==> src/design/bpof_pkg.sv <==
`timescale 1ns / 1ps
// ----------------------------------------------------------------------------
// bpof_pkg
// shared constants and types of the box pair overlap finder
// ----------------------------------------------------------------------------
package bpof_pkg;

  localparam int MAX_BOXES   = 64;   // store capacity, 2 to 64
  localparam int COORD_WIDTH = 32;   // coordinate bits kept, 8 to 32
  localparam int QUEUE_DEPTH = 2;    // request queue between front and back

  localparam int IDX_W     = (MAX_BOXES > 2) ? $clog2(MAX_BOXES) : 1;
  localparam int CNT_W     = $clog2(MAX_BOXES + 1);
  localparam int OUT_IDX_W = 6;      // fixed width of the index ports
  localparam int IN_W      = 32;     // fixed width of the coordinate ports
  localparam int QPTR_W    = (QUEUE_DEPTH > 2) ? $clog2(QUEUE_DEPTH) : 1;
  localparam int QCNT_W    = $clog2(QUEUE_DEPTH + 1);

  typedef logic signed [COORD_WIDTH-1:0] coord_t;
  typedef logic [IDX_W-1:0]              idx_t;
  typedef logic [CNT_W-1:0]              cnt_t;

  typedef struct packed {
    coord_t min_x;
    coord_t min_y;
    coord_t min_z;
    coord_t max_x;
    coord_t max_y;
    coord_t max_z;
  } box_t;

  // one classified request: either a box to scan and store, or an overflow
  typedef struct packed {
    logic ovf;
    idx_t idx;
    box_t box;
  } cmd_t;

endpackage

==> src/design/bpof_front.sv <==
`timescale 1ns / 1ps
// ----------------------------------------------------------------------------
// bpof_front
// accepts boxes, numbers them within the set and flags store overflow
// ----------------------------------------------------------------------------
module bpof_front (
  input  logic                      clk,
  input  logic                      rst,
  input  logic                      in_valid,
  output logic                      in_stall,
  input  logic                      start_set,
  input  logic signed [31:0]        min_x,
  input  logic signed [31:0]        min_y,
  input  logic signed [31:0]        min_z,
  input  logic signed [31:0]        max_x,
  input  logic signed [31:0]        max_y,
  input  logic signed [31:0]        max_z,
  input  logic                      q_full,
  output logic                      q_push,
  output bpof_pkg::cmd_t            q_cmd
);

  bpof_pkg::cnt_t box_count;
  bpof_pkg::cnt_t box_count_next;
  bpof_pkg::cnt_t base;
  logic           full;

  assign in_stall = q_full;
  assign q_push   = in_valid && !q_full;

  always_comb begin
    base = start_set ? '0 : box_count;
    full = (base == bpof_pkg::cnt_t'(bpof_pkg::MAX_BOXES));
    box_count_next = full ? base : base + bpof_pkg::cnt_t'(1);

    q_cmd.ovf       = full;
    q_cmd.idx       = base[bpof_pkg::IDX_W-1:0];
    // only the low coordinate bits are kept, read as two's complement
    q_cmd.box.min_x = min_x[bpof_pkg::COORD_WIDTH-1:0];
    q_cmd.box.min_y = min_y[bpof_pkg::COORD_WIDTH-1:0];
    q_cmd.box.min_z = min_z[bpof_pkg::COORD_WIDTH-1:0];
    q_cmd.box.max_x = max_x[bpof_pkg::COORD_WIDTH-1:0];
    q_cmd.box.max_y = max_y[bpof_pkg::COORD_WIDTH-1:0];
    q_cmd.box.max_z = max_z[bpof_pkg::COORD_WIDTH-1:0];
  end

  always_ff @(posedge clk) begin
    if (rst) begin
      box_count <= '0;
    end else if (q_push) begin
      box_count <= box_count_next;
    end
  end

endmodule

==> config.mk <==
export PLATFORM = sky130hd
export DESIGN_NAME = bpof_front
export DESIGN_NICKNAME = d
export VERILOG_FILES = /design/src/design/bpof_pkg.sv /design/src/design/bpof_front.sv
export SDC_FILE = /design/constraint.sdc
export NUM_CORES = 1
export LEC_CHECK = 0
export ABC_AREA = 1
export CAP_MARGIN = 5
export CELL_PAD_IN_SITES_DETAIL_PLACEMENT = 1
export CELL_PAD_IN_SITES_GLOBAL_PLACEMENT = 2
export CORE_AREA = 2 2 153 155
export CTS_CLUSTER_SIZE = 20
export DETAILED_ROUTE_END_ITERATION = 8
export DIE_AREA = 0 0 155 157
export DONT_BUFFER_PORTS = 1
export GPL_TIMING_DRIVEN = 1
export PLACE_DENSITY_LB_ADDON = 0.1
export SLEW_MARGIN = 20
export SYNTH_ARGS = -nofsm -noshare
export SYNTH_HDL_FRONTEND = slang
export SYNTH_SLANG_ARGS = --single-unit
==> constraint.sdc <==
create_clock -name clk -period 2.95 [get_ports clk]
set_clock_uncertainty 0.1 [all_clocks]
set_input_delay 0.295 -clock clk [delete_from_list [all_inputs] [get_ports clk]]
set_output_delay 0.295 -clock clk [all_outputs]
set_load 0.005 [all_outputs]
==> metrics.txt <==
simple-gate share of the synthesized area=0.103; H-tree Lvls=1; share of cells above drive strength 1=0.120; synth warn=0; nets=281; max-cap viol count=0; final hold violations=0; Post-CTS Hold Buffers=0; Initial Util=0.0860; initial antenna violation count=0; mux share of post-synthesis cell area=0; fmax=0.661 GHz; Max-slew headroom=0.746; IO Port Bufs=0; clock latency on the worst-skew pair=0.24 ns; area taken by multi-input logic gates=267 µm²; top cell family by delay on the critical path=simple AND/OR/NAND/NOR gates; commonest cells after routing, fill and taps aside=nand2_1 (19), inv_1 (15), nor2_1 (11), o21ai_0 (7), dfxtp_1 (7); Post-Synth XOR/XNOR Area=0; crit share post-route=0.513; CTS Sinks=7; initial detailed-routing violation count=4; biggest regs=box_count (7); status=complete, no violations; CP Launch Type=flip-flop; commonest non-fill, non-tap cell in the layout=nand2_1; largest net degree at the start of global routing=12; Syn Nets=470; worst-path maximum fanout=6; Crit Path Category=flip-flop to output pin; Crit path largest cell delay=0.39 ns; CP required=2.56 ns; Rows=55; Reg clk slew, reported paths=0.04 ns; vias per cell=1.92; Die Ht=157 µm; Crit. End Element=output pin; Final HPWL DP=3.20 mm; WP data arrival=1.12 ns; CP bufs+invs=0; critical path's slowest cell=dfxtp_1; grt ovf=0; Cell Pwr Density=421 mW/mm²; Cell Chain, Critical Path=nor2_1 -> nand4_1 -> nor3_1; core area=0.0225 mm²; Finish-stage setup viols=0; drt total wl=3.93 mm; TNS Setup=0 ns; post-synthesis adder-cell area fraction=0; placed instance count=364; Vias=705; Slew Viols, Final=0; RSZ-0062 raised after global routing=false; worst min path class=primary input to flip-flop; clock buffer depth=2; max reg flops=7; main combinational cell family by area after synthesis=buffers and inverters; Seq/Total Area, Yosys=0.0724; VDD IR max=0.121 mV; Layout area overhead=-52.7%; Non-Filler Instances=368; DRC Markers=0; Final Wtd Congestion=0.556; Leak Pwr=0.281 nW; global-route wire length before repair=5.34 mm; Mapped Cells=273; n_diodes=0; die footprint=0.0243 mm²; post-synth cell types=18; aggregate global-route resource usage=0.0308; Wirelength per Cell=10.7 µm; Mapped Avg Cell Area=7.09 µm²; Least-Margin Pin Slew=0.377 ns; Die Width=155 µm; post-cts repair resize count=0; Synth Area in Compound Gates=0.0349; Mapped Area=0.00193 mm²; vias in the first global route=799; # Post-CTS Setup Buffers=0; Top Ports=398; most flop-heavy register=box_count; # fillers=2655; DR pass1 iterations=3; TritonCTS buffer count=3; CTS tree=yes; clock root buffer=clkbuf_16; min Tclk post-route=1.51 ns; FF+latch area=140 µm²; Synth Register Bits=7; Post-DRT Antenna Nets=0
## power by group
group / total (mW) / internal [mW] / switching, mW
sequential: 0.105 / 0.0993 / 0.00587
combinational: 0.0298 / 0.00833 / 0.0215
clock: 0.250 / 0.182 / 0.0688
## per-stage QoR
step | hold WS (ns) | util | area, µm² | setup slack, ns | power (mW)
floorplan | 0.264 | - | 1930 | 1.73 | 0.337
global placement | 0.270 | 0.0372 | 837 | 1.46 | 0.142
detailed placement | 0.270 | 0.0372 | 837 | 1.44 | 0.139
CTS | 0.0190 | 0.0407 | 916 | 1.39 | 0.394
global route | 0.0177 | 0.0407 | 916 | 1.34 | 0.403
finish | 0.0214 | 0.0407 | 916 | 1.44 | 0.385
## metal layers
layer	global-route usage	vias up	wire length [µm]
li1	-	254	-
met1	0.0272	308	1270
met2	0.0438	70	1690
met3	0.0162	73	509
met4	0.0432	0	465
met5	0	-	0
## kinds of logic after synthesis
| logic type | Yosys count |
|---|---|
| DFF | 7 |
| and+or+nand+nor | 41 |
| buffers and inverters | 212 |
| AOI/OAI and AO/OA | 13 |
## synth_stat cells
library cell | instances | share of area
nor3_1 | 1 | 0.0026
o21ai_1 | 1 | 0.0026
nand3_4 | 1 | 0.0091
nor2_4 | 2 | 0.012
inv_2 | 1 | 0.0019
nand3_1 | 5 | 0.013
buf_4 | 194 | 0.75
nand4_1 | 1 | 0.0032
nand2_1 | 19 | 0.037
o211ai_1 | 1 | 0.0039
nor2_1 | 11 | 0.021
o21ai_0 | 7 | 0.018
inv_1 | 15 | 0.029
buf_2 | 1 | 0.0026
a21oi_1 | 4 | 0.010
inv_4 | 1 | 0.0032
dfxtp_1 | 7 | 0.072
nand3_2 | 1 | 0.0052
## final timing paths
check,from,endpoint,slack [ns],cells past startpoint
worst min register to register,box_count[0],box_count[0],0.43,2
worst max register to register,box_count[2],box_count[6],1.62,7
worst min-delay path,rst,box_count[2],0.02,1
worst max-delay path,box_count[2],q_cmd[198],1.44,3
## layout make-up
cell class | instances | share of cell area
clock buffer | 4 | 0.0861
tap | 285 | 0.389
sequential | 7 | 0.153
multi-input combinational | 54 | 0.291
inverter | 17 | 0.0724
timing repair buffer | 1 | 0.00820
(Power assumes the default switching activity.)
