### src/design/bpof_pkg.sv
`timescale 1ns / 1ps
// ----------------------------------------------------------------------------
// bpof_pkg
// shared constants and types of the box pair overlap finder
// ----------------------------------------------------------------------------
package bpof_pkg;

  localparam int MAX_BOXES   = 64;   // store capacity, 2 to 64
  localparam int COORD_WIDTH = 32;   // coordinate bits kept, 8 to 32
  localparam int QUEUE_DEPTH = 2;    // request queue between front and back

  localparam int IDX_W     = (MAX_BOXES > 2) ? $clog2(MAX_BOXES) : 1;
  localparam int CNT_W     = $clog2(MAX_BOXES + 1);
  localparam int OUT_IDX_W = 6;      // fixed width of the index ports
  localparam int IN_W      = 32;     // fixed width of the coordinate ports
  localparam int QPTR_W    = (QUEUE_DEPTH > 2) ? $clog2(QUEUE_DEPTH) : 1;
  localparam int QCNT_W    = $clog2(QUEUE_DEPTH + 1);

  typedef logic signed [COORD_WIDTH-1:0] coord_t;
  typedef logic [IDX_W-1:0]              idx_t;
  typedef logic [CNT_W-1:0]              cnt_t;

  typedef struct packed {
    coord_t min_x;
    coord_t min_y;
    coord_t min_z;
    coord_t max_x;
    coord_t max_y;
    coord_t max_z;
  } box_t;

  // one classified request: either a box to scan and store, or an overflow
  typedef struct packed {
    logic ovf;
    idx_t idx;
    box_t box;
  } cmd_t;

endpackage

### src/design/bpof_queue.sv
`timescale 1ns / 1ps
// ----------------------------------------------------------------------------
// bpof_queue
// short request queue between the front and the scan engine
// ----------------------------------------------------------------------------
module bpof_queue (
  input  logic           clk,
  input  logic           rst,
  input  logic           push,
  input  bpof_pkg::cmd_t push_cmd,
  output logic           full,
  output logic           pop_valid,
  input  logic           pop,
  output bpof_pkg::cmd_t pop_cmd
);

  bpof_pkg::cmd_t                  slots [bpof_pkg::QUEUE_DEPTH];
  logic [bpof_pkg::QPTR_W-1:0]     wr_ptr;
  logic [bpof_pkg::QPTR_W-1:0]     rd_ptr;
  logic [bpof_pkg::QCNT_W-1:0]     count;
  logic                            do_pop;

  assign full      = (count == bpof_pkg::QCNT_W'(bpof_pkg::QUEUE_DEPTH));
  assign pop_valid = (count != '0);
  assign do_pop    = pop && pop_valid;
  assign pop_cmd   = slots[rd_ptr];

  function automatic logic [bpof_pkg::QPTR_W-1:0] ptr_inc(
    input logic [bpof_pkg::QPTR_W-1:0] p
  );
    ptr_inc = (p == bpof_pkg::QPTR_W'(bpof_pkg::QUEUE_DEPTH - 1)) ?
              '0 : p + bpof_pkg::QPTR_W'(1);
  endfunction

  always_ff @(posedge clk) begin
    if (rst) begin
      wr_ptr <= '0;
      rd_ptr <= '0;
      count  <= '0;
    end else begin
      if (push) begin
        slots[wr_ptr] <= push_cmd;
        wr_ptr        <= ptr_inc(wr_ptr);
      end
      if (do_pop) begin
        rd_ptr <= ptr_inc(rd_ptr);
      end
      if (push && !do_pop) begin
        count <= count + bpof_pkg::QCNT_W'(1);
      end else if (do_pop && !push) begin
        count <= count - bpof_pkg::QCNT_W'(1);
      end
    end
  end

endmodule

### config.mk
export PLATFORM = sky130hd
export DESIGN_NAME = bpof_queue
export DESIGN_NICKNAME = d
export VERILOG_FILES = /design/src/design/bpof_pkg.sv /design/src/design/bpof_queue.sv
export SDC_FILE = /design/constraint.sdc
export NUM_CORES = 1
export LEC_CHECK = 0
export BUFFER_PORTS_ARGS = -buffer_cell sky130_fd_sc_hd__buf_2
export CORE_ASPECT_RATIO = 0.8
export CORE_MARGIN = 8
export CORE_UTILIZATION = 56
export DETAILED_ROUTE_END_ITERATION = 6
export PLACE_DENSITY = 0.88
export SYNTH_ARGS = -nofsm -noshare
export SYNTH_HDL_FRONTEND = slang
export SYNTH_SLANG_ARGS = --single-unit
### constraint.sdc
create_clock -name clk -period 28.6 [get_ports clk]
set_input_delay 5.72 -clock clk [delete_from_list [all_inputs] [get_ports clk]]
set_output_delay 5.72 -clock clk [all_outputs]
set_load 0.005 [all_outputs]
==> results.py <==
metrics = {
    "outcome": {
        "status": "finished clean",
    },
    "power": {
        "power.clock.fraction_pct": 31.6,
        "p_int_w": 0.001125,
        "peakVddDrop_mv": 0.06382,
        "pwr-share-comb_pct": 21.1,
        "p_switching_w": 0.0003629,
        "seq_power_share_pct": 47.2,
        "p_leak_nw": 7.026,
        "total_power_w": 0.001488,
        "p_sw_share_pct": 24.38,
        "cellPowerDensity_nw_per_um2": 80.44,
    },
    "yosys": {
        "synth_cells": 641,
        "synth_xor_area_share_pct": 0.2339,
        "synth_top_family_by_area": "multiplexers",
        "syn-num-nets": 845,
        "synthSimpleGateAreaFrac_pct": 0.3341,
        "synth_top_area_share_pct": 79.79,
        "synth_top_area_cell": "edfxtp_1",
        "synthAdderAreaFrac_pct": 0.08354,
        "synth.avg_cell_area_um2": 23.37,
        "synth_area_um2": 14980,
        "synth_mux_area_share_pct": 17.47,
        "synth_cell_types": 17,
        "synth_compound_area_share_pct": 0.1002,
        "yosysWarnings": 0,
        "synth.top_cells.by_area": "edfxtp_1, mux2_4, mux2_2",
        "synth-seq-cells": 403,
        "synth-seq-area-share_pct": 80.46,
    },
    "setup_path": {
        "reg2reg_depth": 2,
        "crit_fanout": 74,
        "arrival_ns": 3.17,
        "end_kind": "primary output",
        "start_kind": "flip-flop",
        "crit_type": "reg2out",
        "cp.required_ns": 22.88,
    },
    "cells_and_area": {
        "mostFrequentLayoutCells": "buf_2, edfxtp_1, mux2_4",
        "area_delta_synth_final_pct": 23.51,
        "fillCellCount": 1619,
        "final_nets": 1275,
        "layout_commonest_cell": "buf_2",
        "drive_gt1_share_pct": 60.24,
    },
    "drt": {
        "postRouteAntennaNets": 0,
        "dr.pass1.iters": 4,
        "highest_layer": "met5",
        "first_iter_violations": 443,
        "viasPerCell": 5.282,
        "wirelength_um": 35060,
        "drc": 0,
        "via_count": 7723,
        "met2_length_um": 18070,
        "wire_per_inst_um": 23.98,
        "dr_wl_met3_um": 3622,
        "met1_length_um": 12700,
    },
    "min_path": {
        "hp-class": "reg2reg",
        "min_path_cells": 2,
    },
    "sta": {
        "fin_skew_ns": 0.01568,
        "relSlewSlack_pct": 20.38,
        "worst_slew_pin_slew_ns": 1.194,
        "tns_ns": 0,
        "final.setup.worst_slack_ns": 19.71,
        "fmax_ghz": 0.1125,
        "hold_violations": 0,
        "setup_violations": 0,
        "min_period_over_period_pct": 31.07,
        "drv_slew": 0,
        "rsz0062_at_grt": "false",
        "fin_crit_ns": 8.887,
    },
    "floorplanning": {
        "die-height_um": 162.3,
        "initial_core_util_pct": 57.04,
        "dieArea_um2": 32270,
        "io_pins": 404,
        "rows": 53,
        "core_um2": 26260,
        "die_x_um": 198.8,
    },
    "global_route": {
        "grt_pass1_wl_um": 49520,
        "overflow": 0,
        "grt_pass1_vias": 8158,
        "grt_antenna_before_repair": 9,
        "grt_max_degree": 82,
        "grt_usage_pct": 20.56,
    },
    "cts": {
        "post_cts_buffers": 0,
        "htreeDepth": 2,
        "cts_made_buffers": 39,
        "clkSinkCount": 403,
        "clockRootBuffer": "clkbuf_16",
        "clkLatencyLatePin_ns": 0.51,
        "cts_tree": "yes",
        "path_clk_slew_ns": 0.05,
        "cts_hold_buf": 0,
        "cts-resized-gates": 0,
        "cts_buffer_depth": 3,
    },
    "flow_run": {
        "cap_violations": 0,
    },
    "placement": {
        "dp_slack_ns": 20.25,
        "port_buffers": 403,
        "place_congestion": 0.8135,
        "dpl.hpwl_um": 23840,
    },
}
cell type report:
| type | count | area (um2) | share of cell area [%] |
|---|---|---|---|
| Antenna cell | 6 | 15.01 | 0.08116 |
| Clock buffer | 52 | 1067 | 5.769 |
| Clock inverter | 17 | 101.3 | 0.5478 |
| Multi-Input combinational cell | 216 | 2738 | 14.80 |
| Sequential cell | 403 | 12060 | 65.16 |
| Tap cell | 357 | 446.7 | 2.414 |
| Timing Repair Buffer | 411 | 2077 | 11.23 |
per-layer routing:
metal / vias to the layer above / track usage (%)
met5: - / 0
li1: 3426 / -
met4: 8 / 5.146
met2: 398 / 36.59
met1: 3841 / 23.49
met3: 50 / 7.072
Yosys cell counts:
cell      instances
xnor2_1           1
mux2_2           99
or3_1             1
edfxtp_1        398
buf_2             8
mux2_4          100
or2_2             1
o21ai_0           2
nor3b_1           1
dfxtp_1           5
nor2b_1           1
buf_6            14
nor2_1            4
and3b_1           1
ha_1              1
a21oi_1           1
xor2_1            3
state kept, by name (all words and copies together), names as in the netlist, named ones only:
register,flops
slots,398
count,2
rd_ptr,1
wr_ptr,1
logic make-up after synthesis:
| kind of cell | Yosys count |
|---|---|
| AOI/OAI and AO/OA | 3 |
| adders and majority gates | 1 |
| muxes | 199 |
| and+or+nand+nor | 9 |
| buffers and inverters | 22 |
| DFF | 403 |
| xor gates and xnor gates | 4 |
through the flow:
| stage | instance area [um2] | std cells | util (%) | hold slack [ns] |
|---|---|---|---|---|
| finish | 18500 | 1462 | 70.45 | 0.5122 |
| global route | 18490 | 1459 | 70.42 | 0.5233 |
| CTS | 18490 | 1456 | 70.39 | 0.5180 |
| detailed placement | 17320 | 1387 | 65.94 | 0.5082 |
| global placement | 17320 | 1387 | 65.94 | 0.4834 |
| floorplan | 14980 | 641 | - | 0.4655 |
worst max-delay path, stage by stage (launching register included):
cell     delay [ns]
dfxtp_4        1.01
buf_4          0.96
mux2_2         0.44
buf_2          0.14
path summary, 6_finish.rpt:
| check | startpoint | endpoint | slack [ns] |
|---|---|---|---|
| hold / removal | rd_ptr | flip-flop | 0.51 |
| setup / recovery | flip-flop | pop_cmd[17] | 19.71 |
| setup reg to reg | wr_ptr | slots[1][128] | 26.13 |
| hold reg to reg | rd_ptr | flip-flop | 0.51 |
power by group through the flow:
stage	clock network, W	logic, W	registers (W)
final	0.000471	0.000314	0.000703
after global routing	0.000502	0.000332	0.000706
after CTS	0.000480	0.000318	0.000703
after detailed placement	0	0.000314	0.000715
after global placement	0	0.000308	0.000713
after floorplan	0	0.000213	0.000704
No activity file was read; power rests on OpenSTA's default activity.
